[src/rtl/scsa_pkg.sv]
// Shared types and constants for the size-class slot allocator.
// Holds the command record that travels from classifier to executor.
// No dependencies.
package scsa_pkg;

    // Field widths of the stream payloads.
    localparam int LG_W           = 4;
    localparam int BYTES_W        = 13;
    localparam int OFFSET_W       = 20;
    localparam int STATUS_W       = 3;
    localparam int S_TDATA_W      = 40;
    localparam int M_TDATA_W      = 24;

    // Pool address space in bits; a slot may not end past 2**POOL_ADDR_BITS.
    localparam int POOL_ADDR_BITS = 20;

    // Sized for up to 8 classes of up to 64 slots of up to 4 KiB each.
    localparam int CLS_W          = 3;
    localparam int IDX_W          = 6;
    localparam int SUM_W          = 22;

    // Size registers.
    localparam int NUM_REGS       = 4;
    localparam int REG_IDX_W      = 2;
    localparam logic [LG_W-1:0] MAX_LG = 4'd12;
    localparam logic [LG_W-1:0] CFG_RESET [NUM_REGS] = '{4'd3, 4'd5, 4'd7, 4'd9};

    typedef enum logic [STATUS_W-1:0] {
        ST_OK             = 3'd0,
        ST_NO_SPACE       = 3'd1,
        ST_TOO_LARGE      = 3'd2,
        ST_BAD_ADDRESS    = 3'd3,
        ST_DOUBLE_OR_ZERO = 3'd4
    } status_t;

    typedef enum logic [1:0] {
        CMD_ALLOC  = 2'd0,
        CMD_FREE   = 2'd1,
        CMD_REPORT = 2'd2
    } cmd_kind_t;

    typedef enum logic {
        ACT_ALLOC = 1'b0,
        ACT_FREE  = 1'b1
    } action_t;

    // One classified request.
    typedef struct packed {
        cmd_kind_t              kind;
        status_t                status;  // used by CMD_REPORT only
        logic [CLS_W-1:0]       cls;
        logic [LG_W-1:0]        lg;
        logic [IDX_W-1:0]       idx;     // slot to release
        logic [SUM_W-1:0]       base;    // class base offset
    } cmd_t;

endpackage

[src/rtl/scsa_front.sv]
// Classifier: picks the size class for an allocate and locates the slot for a free.
// Depends on scsa_pkg; purely combinational, its result is pushed into the queue.
module scsa_front
    import scsa_pkg::*;
#(
    parameter int NUM_CLASSES     = 4,
    parameter int SLOTS_PER_CLASS = 64
) (
    input  logic                action,
    input  logic [BYTES_W-1:0]  request_bytes,
    input  logic [OFFSET_W-1:0] release_offset,
    input  logic [LG_W-1:0]     class_lg [NUM_CLASSES],
    output cmd_t                cmd
);

    logic [SUM_W-1:0] bases [NUM_CLASSES];
    logic [SUM_W-1:0] spans [NUM_CLASSES];

    // Class bases lie back to back in class order.
    always_comb begin
        logic [SUM_W-1:0] acc;
        acc = '0;
        for (int c = 0; c < NUM_CLASSES; c++) begin
            bases[c] = acc;
            spans[c] = SUM_W'(SLOTS_PER_CLASS) << class_lg[c];
            acc      = acc + spans[c];
        end
    end

    // Classification of the request.
    always_comb begin
        logic             found;
        logic [SUM_W-1:0] addr_ext;
        logic [SUM_W-1:0] diff;
        found    = 1'b0;
        addr_ext = SUM_W'(release_offset);
        diff     = '0;
        cmd      = '{kind: CMD_REPORT, status: ST_OK, cls: '0, lg: '0, idx: '0, base: '0};
        if (action == ACT_ALLOC) begin
            // First class whose slot size holds the byte count.
            for (int c = 0; c < NUM_CLASSES; c++) begin
                if (!found && (request_bytes <= (BYTES_W'(1) << class_lg[c]))) begin
                    found    = 1'b1;
                    cmd.cls  = CLS_W'(c);
                    cmd.lg   = class_lg[c];
                    cmd.base = bases[c];
                end
            end
            if (request_bytes == '0) begin
                cmd.kind   = CMD_REPORT;
                cmd.status = ST_DOUBLE_OR_ZERO;
            end else if (!found) begin
                cmd.kind   = CMD_REPORT;
                cmd.status = ST_TOO_LARGE;
            end else begin
                cmd.kind   = CMD_ALLOC;
            end
        end else begin
            // First class whose slot range contains the offset.
            for (int c = 0; c < NUM_CLASSES; c++) begin
                if (!found && (addr_ext >= bases[c]) &&
                    (addr_ext < bases[c] + spans[c])) begin
                    found   = 1'b1;
                    diff    = (addr_ext - bases[c]) >> class_lg[c];
                    cmd.cls = CLS_W'(c);
                    cmd.lg  = class_lg[c];
                    cmd.idx = diff[IDX_W-1:0];
                end
            end
            if (found) begin
                cmd.kind   = CMD_FREE;
            end else begin
                cmd.kind   = CMD_REPORT;
                cmd.status = ST_BAD_ADDRESS;
            end
        end
    end

endmodule

[src/rtl/scsa_cmd_fifo.sv]
// Two-entry command queue between the classifier and the executor.
// Depends on scsa_pkg for the command record.
module scsa_cmd_fifo
    import scsa_pkg::*;
(
    input  logic aclk,
    input  logic aresetn,
    input  logic push,
    input  cmd_t push_cmd,
    output logic can_push,
    input  logic pop,
    output cmd_t pop_cmd,
    output logic can_pop
);

    logic       wr_ptr_reg, wr_ptr_next;
    logic       rd_ptr_reg, rd_ptr_next;
    logic [1:0] count_reg,  count_next;
    cmd_t       entry_reg [2];

    assign can_push = (count_reg != 2'd2);
    assign can_pop  = (count_reg != 2'd0);
    assign pop_cmd  = entry_reg[rd_ptr_reg];

    // Pointer and fill-count update.
    always_comb begin
        wr_ptr_next = wr_ptr_reg;
        rd_ptr_next = rd_ptr_reg;
        count_next  = count_reg;
        if (push) begin
            wr_ptr_next = ~wr_ptr_reg;
        end
        if (pop) begin
            rd_ptr_next = ~rd_ptr_reg;
        end
        if (push && !pop) begin
            count_next = count_reg + 2'd1;
        end else if (pop && !push) begin
            count_next = count_reg - 2'd1;
        end
    end

    always_ff @(posedge aclk) begin
        if (!aresetn) begin
            wr_ptr_reg <= 1'b0;
            rd_ptr_reg <= 1'b0;
            count_reg  <= 2'd0;
        end else begin
            wr_ptr_reg <= wr_ptr_next;
            rd_ptr_reg <= rd_ptr_next;
            count_reg  <= count_next;
        end
    end

    // Entry storage needs no reset.
    always_ff @(posedge aclk) begin
        if (push) begin
            entry_reg[wr_ptr_reg] <= push_cmd;
        end
    end

endmodule

[src/rtl/scsa_back.sv]
// Executor: owns the occupancy maps, claims or releases slots, registers the result.
// Depends on scsa_pkg for the command record and status codes.
module scsa_back
    import scsa_pkg::*;
#(
    parameter int NUM_CLASSES     = 4,
    parameter int SLOTS_PER_CLASS = 64
) (
    input  logic                aclk,
    input  logic                aresetn,
    input  logic                cmd_valid,
    input  cmd_t                cmd,
    output logic                cmd_pop,
    output logic                out_valid,
    input  logic                out_ready,
    output logic [OFFSET_W-1:0] out_offset,
    output logic [STATUS_W-1:0] out_status,
    output logic                out_busy
);

    localparam logic [SUM_W-1:0] POOL_LIMIT = SUM_W'(1) << POOL_ADDR_BITS;

    logic [SLOTS_PER_CLASS-1:0] map_reg  [NUM_CLASSES];
    logic [SLOTS_PER_CLASS-1:0] map_next [NUM_CLASSES];

    logic                out_valid_reg, out_valid_next;
    logic [OFFSET_W-1:0] offset_reg,    offset_next;
    status_t             status_reg,    status_next;
    logic                busy_reg,      busy_next;

    // A command executes when the output register is free or being drained.
    assign cmd_pop = cmd_valid && (!out_valid_reg || out_ready);

    // Slot search and map update.
    always_comb begin
        logic [SLOTS_PER_CLASS-1:0] sel_map;
        logic [SLOTS_PER_CLASS-1:0] slot_mask;
        logic [SLOTS_PER_CLASS-1:0] claim_mask;
        logic [IDX_W-1:0]           pos;
        logic                       free_found;
        logic [SUM_W-1:0]           off;
        logic [SUM_W-1:0]           slot_end;
        sel_map    = '0;
        slot_mask  = '0;
        claim_mask = '0;
        pos        = '0;
        free_found = 1'b0;
        for (int c = 0; c < NUM_CLASSES; c++) begin
            map_next[c] = map_reg[c];
            if (cmd.cls == CLS_W'(c)) begin
                sel_map = map_reg[c];
            end
        end
        // Lowest free slot of the chosen class.
        for (int i = SLOTS_PER_CLASS - 1; i >= 0; i--) begin
            if (!sel_map[i]) begin
                free_found = 1'b1;
                pos        = IDX_W'(i);
            end
            slot_mask[i] = (cmd.idx == IDX_W'(i));
        end
        // One-hot mask of the slot to claim, built once the lowest free slot is known.
        for (int i = 0; i < SLOTS_PER_CLASS; i++) begin
            claim_mask[i] = (pos == IDX_W'(i));
        end
        off      = cmd.base + (SUM_W'(pos) << cmd.lg);
        slot_end = off + (SUM_W'(1) << cmd.lg);

        offset_next = offset_reg;
        status_next = status_reg;
        if (cmd_pop) begin
            offset_next = '0;
            case (cmd.kind)
                CMD_ALLOC: begin
                    if (!free_found || (slot_end > POOL_LIMIT)) begin
                        status_next = ST_NO_SPACE;
                    end else begin
                        status_next = ST_OK;
                        offset_next = off[OFFSET_W-1:0];
                        for (int c = 0; c < NUM_CLASSES; c++) begin
                            if (cmd.cls == CLS_W'(c)) begin
                                map_next[c] = map_reg[c] | claim_mask;
                            end
                        end
                    end
                end
                CMD_FREE: begin
                    if ((sel_map & slot_mask) == '0) begin
                        status_next = ST_DOUBLE_OR_ZERO;
                    end else begin
                        status_next = ST_OK;
                        for (int c = 0; c < NUM_CLASSES; c++) begin
                            if (cmd.cls == CLS_W'(c)) begin
                                map_next[c] = map_reg[c] & ~slot_mask;
                            end
                        end
                    end
                end
                default: begin
                    status_next = cmd.status;
                end
            endcase
        end
    end

    // Busy flag reflects the maps after this command.
    always_comb begin
        busy_next = busy_reg;
        if (cmd_pop) begin
            busy_next = 1'b0;
            for (int c = 0; c < NUM_CLASSES; c++) begin
                busy_next = busy_next | (|map_next[c]);
            end
        end
    end

    // Output register valid.
    always_comb begin
        out_valid_next = out_valid_reg;
        if (cmd_pop) begin
            out_valid_next = 1'b1;
        end else if (out_ready) begin
            out_valid_next = 1'b0;
        end
    end

    always_ff @(posedge aclk) begin
        if (!aresetn) begin
            out_valid_reg <= 1'b0;
            for (int c = 0; c < NUM_CLASSES; c++) begin
                map_reg[c] <= '0;
            end
        end else begin
            out_valid_reg <= out_valid_next;
            map_reg       <= map_next;
        end
    end

    // Result payload needs no reset.
    always_ff @(posedge aclk) begin
        offset_reg <= offset_next;
        status_reg <= status_next;
        busy_reg   <= busy_next;
    end

    assign out_valid  = out_valid_reg;
    assign out_offset = offset_reg;
    assign out_status = status_reg;
    assign out_busy   = busy_reg;

endmodule

[src/rtl/size_class_slot_allocator.sv]
// Top level of the size-class slot allocator: size registers, classifier, queue, executor.
// Depends on scsa_pkg, scsa_front, scsa_cmd_fifo and scsa_back.
//
//   Channel   Direction  Ports                          Contents
//   request   in         s_tvalid s_tready s_tdata s_tuser  alloc or free request
//   result    out        m_tvalid m_tready m_tdata     offset, status, busy flag
//   config    in         cfg_we cfg_index cfg_wdata    slot size log2 per class
//
// Sustained rate is one request per cycle while m_tready stays high. A request transfer
// loads the queue; the executor then updates the map and loads the result register
// once that register is free or being drained, and m_tvalid rises with it.
// Reset (aresetn low, synchronous) frees every slot, loads sizes 3, 5, 7, 9 and
// empties the queue. A stalled result stage fills the two-entry queue before
// s_tready drops.
module size_class_slot_allocator
    import scsa_pkg::*;
#(
    parameter int NUM_CLASSES     = 4,
    parameter int SLOTS_PER_CLASS = 64
) (
    input  logic                 aclk,
    input  logic                 aresetn,
    input  logic                 s_tvalid,
    output logic                 s_tready,
    // request_bytes[12:0], release_offset[32:13], zero fill
    input  logic [S_TDATA_W-1:0] s_tdata,
    // action[0]
    input  logic                 s_tuser,
    output logic                 m_tvalid,
    input  logic                 m_tready,
    // slot_offset[19:0], status[22:20], pool_busy[23]
    output logic [M_TDATA_W-1:0] m_tdata,
    input  logic                 cfg_we,
    input  logic [REG_IDX_W-1:0] cfg_index,
    input  logic [LG_W-1:0]      cfg_wdata
);

    logic [LG_W-1:0] cfg_reg [NUM_REGS];
    logic [LG_W-1:0] class_lg [NUM_CLASSES];

    cmd_t front_cmd;
    cmd_t queue_cmd;
    logic can_push;
    logic can_pop;
    logic cmd_pop;

    logic [OFFSET_W-1:0] res_offset;
    logic [STATUS_W-1:0] res_status;
    logic                res_busy;

    // Size registers.
    always_ff @(posedge aclk) begin
        if (!aresetn) begin
            for (int i = 0; i < NUM_REGS; i++) begin
                cfg_reg[i] <= CFG_RESET[i];
            end
        end else if (cfg_we) begin
            cfg_reg[cfg_index] <= cfg_wdata;
        end
    end

    // Effective size per class: extra classes share the last register, clamp at 4 KiB.
    for (genvar c = 0; c < NUM_CLASSES; c++) begin : g_lg
        localparam int R = (c < NUM_REGS) ? c : NUM_REGS - 1;
        assign class_lg[c] = (cfg_reg[R] > MAX_LG) ? MAX_LG : cfg_reg[R];
    end

    scsa_front #(
        .NUM_CLASSES     (NUM_CLASSES),
        .SLOTS_PER_CLASS (SLOTS_PER_CLASS)
    ) u_front (
        .action         (s_tuser),
        .request_bytes  (s_tdata[BYTES_W-1:0]),
        .release_offset (s_tdata[BYTES_W+OFFSET_W-1:BYTES_W]),
        .class_lg       (class_lg),
        .cmd            (front_cmd)
    );

    scsa_cmd_fifo u_queue (
        .aclk     (aclk),
        .aresetn  (aresetn),
        .push     (s_tvalid && can_push),
        .push_cmd (front_cmd),
        .can_push (can_push),
        .pop      (cmd_pop),
        .pop_cmd  (queue_cmd),
        .can_pop  (can_pop)
    );

    assign s_tready = can_push;

    scsa_back #(
        .NUM_CLASSES     (NUM_CLASSES),
        .SLOTS_PER_CLASS (SLOTS_PER_CLASS)
    ) u_back (
        .aclk       (aclk),
        .aresetn    (aresetn),
        .cmd_valid  (can_pop),
        .cmd        (queue_cmd),
        .cmd_pop    (cmd_pop),
        .out_valid  (m_tvalid),
        .out_ready  (m_tready),
        .out_offset (res_offset),
        .out_status (res_status),
        .out_busy   (res_busy)
    );

    assign m_tdata = {res_busy, res_status, res_offset};

endmodule
[config.mk]
export PLATFORM = sky130hd
export DESIGN_NAME = size_class_slot_allocator
export DESIGN_NICKNAME = d
export VERILOG_FILES = /design/src/rtl/scsa_pkg.sv /design/src/rtl/scsa_front.sv /design/src/rtl/scsa_cmd_fifo.sv /design/src/rtl/scsa_back.sv /design/src/rtl/size_class_slot_allocator.sv
export SDC_FILE = /design/constraint.sdc
export NUM_CORES = 2
export LEC_CHECK = 0
export BUFFER_PORTS_ARGS = -buffer_cell sky130_fd_sc_hd__buf_4
export CORE_ASPECT_RATIO = 0.7
export CORE_MARGIN = 4
export CORE_UTILIZATION = 31
export DETAILED_ROUTE_END_ITERATION = 6
export GPL_TIMING_DRIVEN = 0
export SLEW_MARGIN = 0
export SYNTH_ARGS = -nofsm -noshare
export SYNTH_HDL_FRONTEND = slang
export SYNTH_SLANG_ARGS = --single-unit
[constraint.sdc]
create_clock -name aclk -period 19.2 [get_ports aclk]
set_input_delay 0.96 -clock aclk [delete_from_list [all_inputs] [get_ports aclk]]
set_output_delay 0.96 -clock aclk [all_outputs]
set_load 0.02 [all_outputs]
Word-level counts from Yosys, hierarchy flattened
Memory sizes are Yosys's and may differ from the RTL's. A register that Yosys moved wholly into a read port is not among the register bits.
Index checks and enable logic that the tools add are counted.
- memories: 2
- latch bits: 0
- memory bits (read-only): 0
- register bits: 285
- input bits: 52
- output and inout bits: 26
- logic and storage cells: 443
- memory bits (writable): 96
- add/subtract/negate cells: 10
- bitwise gates (word level): 16
- reduce and logical (&&, ||, !) cells: 41
- shifts and indexed selects: 14
- $lt $le $gt $ge: 17
- eq/ne operators: 131
- muxes and demuxes: 201
- divide/modulo/power cells: 0
- multiply operators: 0
- memory list (memory ; words ; bits a word ; rd ports ; clocked after Yosys merged registers in ; wr ports ; RTL line ; RTL):
    u_queue.entry_reg ; 2 ; 40 ; 1 ; 1 ; 1 ; scsa_cmd_fifo.sv:19 ; cmd_t entry_reg [2];
    cfg_reg ; 4 ; 4 ; 4 ; 0 ; 4 ; size_class_slot_allocator.sv:38 ; logic [LG_W-1:0] cfg_reg [NUM_REGS];
- operators by type and width (operator ; count):
    two-way mux 256 bit ; 3
    two-way mux 64 bit ; 12
    case mux 256 bit (2 select lines) ; 1
    two-way mux 6 bit ; 67
    equality test 6 bit, second input constant ; 64
    bitwise AND 64 bit ; 5
    OR 64 bit ; 4
    OR reduction 64 bit ; 4
    equality test 6 x 5 -> 1 bit, second input constant ; 32
    adder 22 bit ; 5
    equality test 6 x 4 -> 1 bit, second input constant ; 16
    two-way mux 1 bit ; 92
    less-than comparator 20 x 22 -> 1 bit ; 4
    two-way mux 22 bit ; 4
    left shift 7 x 4 -> 22 bit, first input constant ; 4
    >= comparator 20 x 22 -> 1 bit ; 3
    >> shifter 22 x 4 -> 6 bit ; 3
    subtractor 20 x 22 -> 22 bit ; 3
    zero test 64 bit ; 1
    NOT 64 bit ; 1
    less-or-equal comparator 13 bit ; 4
    left shift 1 x 4 -> 13 bit, first input constant ; 4
    equality test 6 x 3 -> 1 bit, second input constant ; 8
    two-way mux 12 bit ; 3
    other kinds (33) ; 83

Logic depth before layout (Yosys ltp)
- depth after elaboration: 81
- mapped depth: 46

Cells and area by module
Synthesis repeated with hierarchy kept, for this count alone.
- cells, all modules: 4300
- area total of the unflattened synthesis: 34266.6 µm²
- modules (own cells, without submodules) (module ; area an instance (µm²) ; cells an instance ; instances ; seq. area each (µm²)):
    scsa_back ; 20525.9 ; 2663 ; 1 ; 5865.6
    scsa_front ; 9860.7 ; 1426 ; 1 ; 0.0
    scsa_cmd_fifo ; 3091.7 ; 146 ; 1 ; 2502.4
    size_class_slot_allocator ; 788.3 ; 65 ; 1 ; 480.5

Least setup slack after synthesis
Ideal clock, no wire load.
- path kind: register -> register
- from: reg with a tool-made name
- to: reg u_back.busy_reg, in the netlist u_back.out_busy, data pin
- data required time: 18.927 ns
- setup slack: 10.491 ns
- data arrival time: 8.436 ns
- cell stages (with the launch flop): 42
- path through: dfxtp_1 buf_6 mux2_4 buf_6 buf_12 buf_12 buf_12 mux2i_1 mux2_2 nand2b_1 a2111oi_2 o21ai_1 o21ai_2 buf_2 nor2_1 a31oi_1 o22ai_1 o21ai_0 [6 not listed] xnor2_1 ha_1 a21o_1 a221oi_1 inv_1 o311ai_1 nor4_1 mux2_2 a221o_1 o211ai_2 or4_1 clkbuf_1 o21ai_0 or4_1 nor4_1 nand4_1 nor4_1 nand4_1
- RTL lines (item ; RTL line ; RTL):
    to (signal assigned) ; scsa_back.sv:143 ; busy_reg <= busy_next;
    to (decl) ; scsa_back.sv:29 ; logic busy_reg, busy_next;

==> impl_summary.md <==
Synthesis
The synthesized design contains 106 enable-type register cells. For this run, the register share of the synthesized area comes to 0.257. For this run, the leading register cell type out of synthesis is dfxtp_1. Yosys attributes the largest share of cell area to dfxtp_1 16%, edfxtp_1 9.7%, ha_1 7.1%.

The share of flip-flops with an asynchronous set or reset after synthesis is 0. The mean instance size in the synthesized netlist is 7.92 um^2. The total standard cell area after synthesis is between 30000 and 40000 um^2.

The largest total area in the synthesized netlist belongs to dfxtp_1. The synthesized instance count is 4136. The count of synthesis-stage warnings from yosys is 0. The synthesized netlist contains 112 unique library cells. The area share of the largest cell type after synthesis is 0.160. The synthesis-stage register bit count is about 370.

Die
Pin placement for this block handled 78 I/O pins. Row generation in the floorplan step produced 99 rows. The initial utilization of the core area, before any placement, comes to 0.313. The die boundary width is 397 um. The region available for standard cell placement spans 105000 um^2. The die covers 111000 um^2. The vertical extent of the die is 280 um.

Drt
The final routed wire length divided by cell count is 48.0 um. The number of vias per cell is 7.10. The number of detailed-routing iterations run before antenna repair is 7.

In the routed design, unresolved DRC markers number 22. After detailed routing, the total wire length is 279000 um. The routed via count is ~41k. The detailed router finished its first iteration with between 7k and 8k violations. The post-detailed-route count of antenna-violating nets is 0.

Layout
In the final layout, the share of cells above drive strength 1 is 0.108. The library cells used most frequently in the layout, excluding fill and tap cells, are 399 x nand2_1, 362 x nor2_1, 322 x o21ai_0. The most frequent standard cell in the layout excluding fill and tap cells is nand2_1. The number of flip-flops in the largest register is 256. From synthesis to final layout, the design area changed by 14.4%. After filler insertion, the fill cell instance count of the layout stands at 11.1k. In the final design database the tool counted 4527 nets.

GRT
The number of antenna violations at the first check in global routing is just under 80. The maximum number of pins on one net before global-route repair is 33. Across every metal layer, demand over resource in global routing totals 0.479. The overflow left after global routing is 0. The via count of the first global-routing pass was between 30k and 40k.

The first global-routing pass estimated 351000 um of wire.

Worst setup path
For the worst setup path, the data required time is 19.47 ns. STA classifies the critical path endpoint as a flop. At the worst endpoint, the arrival time is 18.40 ns. Of all nets on the critical path, the largest fanout is 10. The critical path's largest stage delay is 1.24 ns. The worst setup path is launched from a flop. The class of the most critical setup path is reg2reg.

Counting stages on the worst path, the most repeated cell is buf_2. The library cell contributing the largest single delay on the critical path is clkbuf_1.

STA
The sum of negative setup slack is 0 ns. Setup repair after global routing left no endpoint under its margin. The final-report setup violation count is 0. The pin slew with the least headroom to its limit is 1.80 ns. The number of endpoints with negative hold slack in the final report is 0.

The clock arrives with 0.0587 ns of skew. Measured against its own limit, the worst slew margin works out to -0.202. The routed design could run at a clock period as short as 18.13 ns.

The total count of max-transition violations in the final report is 231. The top achievable clock speed is about 55 MHz. The worst-case hold slack is roughly 0.52 ns. The final clock period utilization by the worst path is 0.944.

Power
Of the total power, combinational logic draws 0.480. The internal power summed over all cells is 0.00192 W. For this design the static power due to leakage is 14.1 nW. Of the total power, registers draw 0.243. The net switching power of the design is 0.00177 W. Of the total power, the share spent switching nets is 0.480. The power density relative to cell area is 98.5 nW/um^2. The clock share of power is 0.277. The maximum vdd ir drop is 0.0000829 V.

CTS
Once the clock tree was built, the resizer swapped 0 gates to a different size. The H-tree was split into 2 levels. TritonCTS built the clock tree. The clock drives 368 sinks. The root cell of the clock tree is clkbuf_16. Clock-pin slew was measured on the worst setup and hold paths at around 0.06 ns.

The number of buffers created by CTS is 46. In this run the deepest clock path goes through 3 buffers. The clock latency on the worst-skew pair is 0.68 ns. The setup fix buffers added after clock tree synthesis is 0. The post-cts hold buffer count is 0.

Placed design
The count of buffers inserted at the top-level ports is 68. The HPWL after detailed placement is 219000 um. The final weighted congestion in routability-driven placement is 1.20.

Hold path
The worst hold path belongs to the class reg2reg.

Run status
The run finished, with violations left. The checks that failed: DRC, capacitance limit, slew limit.

Run
The tool flagged a number of max-cap violations equal to 27.
[routing by layer]
| metal | global-route usage | vias to the layer above | wire (um) |
|---|---|---|---|
| li1 | - | 15800 | - |
| met2 | 0.543 | 4286 | 90600 |
| met3 | 0.385 | 747 | 57500 |
| met1 | 0.637 | 20400 | 116000 |
| met5 | 0.0744 | - | 1420 |
| met4 | 0.172 | 34 | 13100 |
[final timing paths]
kind	start	to	slack [ns]	depth (start not counted)
max	flop	u_back.out_busy	1.07	39
min	u_back.map_reg[66]	u_back.map_reg[66]	0.52	2
max reg2reg	flop	u_back.out_busy	1.07	39
min reg2reg	u_back.map_reg[66]	u_back.map_reg[66]	0.52	2
[power groups by stage]
stage	registers, W	clock network (W)	logic (W)
final	0.000897	0.00102	0.00177
after global routing	0.000902	0.00104	0.00175
after CTS	0.000898	0.00101	0.00163
after detailed placement	0.000915	0	0.00162
after global placement	0.000915	0	0.00161
after floorplan	0.000934	0	0.000840
[cell usage after synthesis, drive strengths merged, types with 11 or more instances]
cell / instances
nand4: 64
a21boi: 11
xnor2: 43
buf: 88
and3: 33
nor4: 67
mux2i: 184
a221oi: 11
a31oi: 52
nor2b: 37
edfxtp: 106
clkbuf: 160
a22oi: 13
ha: 185
dfxtp: 262
or4: 23
nor2: 369
a21o: 38
or3: 49
o22ai: 31
o21a: 84
inv: 174
o2111ai: 16
nor3b: 11
mux2: 60
o21bai: 17
nor3: 128
o31ai: 48
nand3: 142
a21oi: 240
o32ai: 13
a2111oi: 11
nand2b: 58
o22a: 29
a222oi: 14
a211oi: 47
or2: 25
xor2: 21
nand2: 399
o211ai: 33
o21ai: 347
o41ai: 16
mux4: 51
and2: 174
a311oi: 15
[cell type report]
type	instances	area, um^2	share of cell area
Inverter	176	661	0.0176
Timing Repair Buffer	94	870	0.0232
Antenna cell	71	178	0.00474
Sequential cell	368	8430	0.225
Clock buffer	62	1340	0.0356
Multi-Input combinational cell	3351	22600	0.604
Clock inverter	24	337	0.00898
Tap cell	1414	1770	0.0472
Buffer	248	1270	0.0340
[logic make-up (layout without fill, tap and decap cells)]
family,Yosys count,in the layout,share of synthesized area
AO/OA/AOI/OAI,1178,1178,0.235
XOR/XNOR,64,64,0.0171
adder cells (fa/ha/maj),190,190,0.0737
buffers and inverters,424,604,0.0581
flip-flops,368,368,0.257
multiplexers,295,295,0.113
other,2,80,0.000229
AND/OR/NAND/NOR,1615,1615,0.245
[critical path: cells and delay by family (launching register included)]
family | cells | cell delay, ns
AOI/OAI and AO/OA | 15 | 5.58
xor gates and xnor gates | 1 | 0.20
adders and majority gates | 2 | 0.66
buffers and inverters | 9 | 5.62
DFF | 1 | 0.33
muxes | 4 | 2.34
and+or+nand+nor | 8 | 2.83
[through the flow]
| step | instance area (um^2) | setup slack [ns] | util | instances | power, W |
|---|---|---|---|---|---|
| 3_3_place_gp | 35100 | 1.56 | 0.335 | 5625 | 0.00253 |
| 3_5_place_dp | 35600 | 3.09 | 0.341 | 5650 | 0.00254 |
| 6_report | 37500 | 1.07 | 0.359 | 5808 | 0.00369 |
| 5_1_grt | 37300 | 2.16 | 0.357 | 5749 | 0.00369 |
| 4_1_cts | 37300 | 3.00 | 0.357 | 5736 | 0.00354 |
| 2_1_floorplan | 32800 | 10.49 | - | 4143 | 0.00177 |
Power figures use the tool's default switching activity.
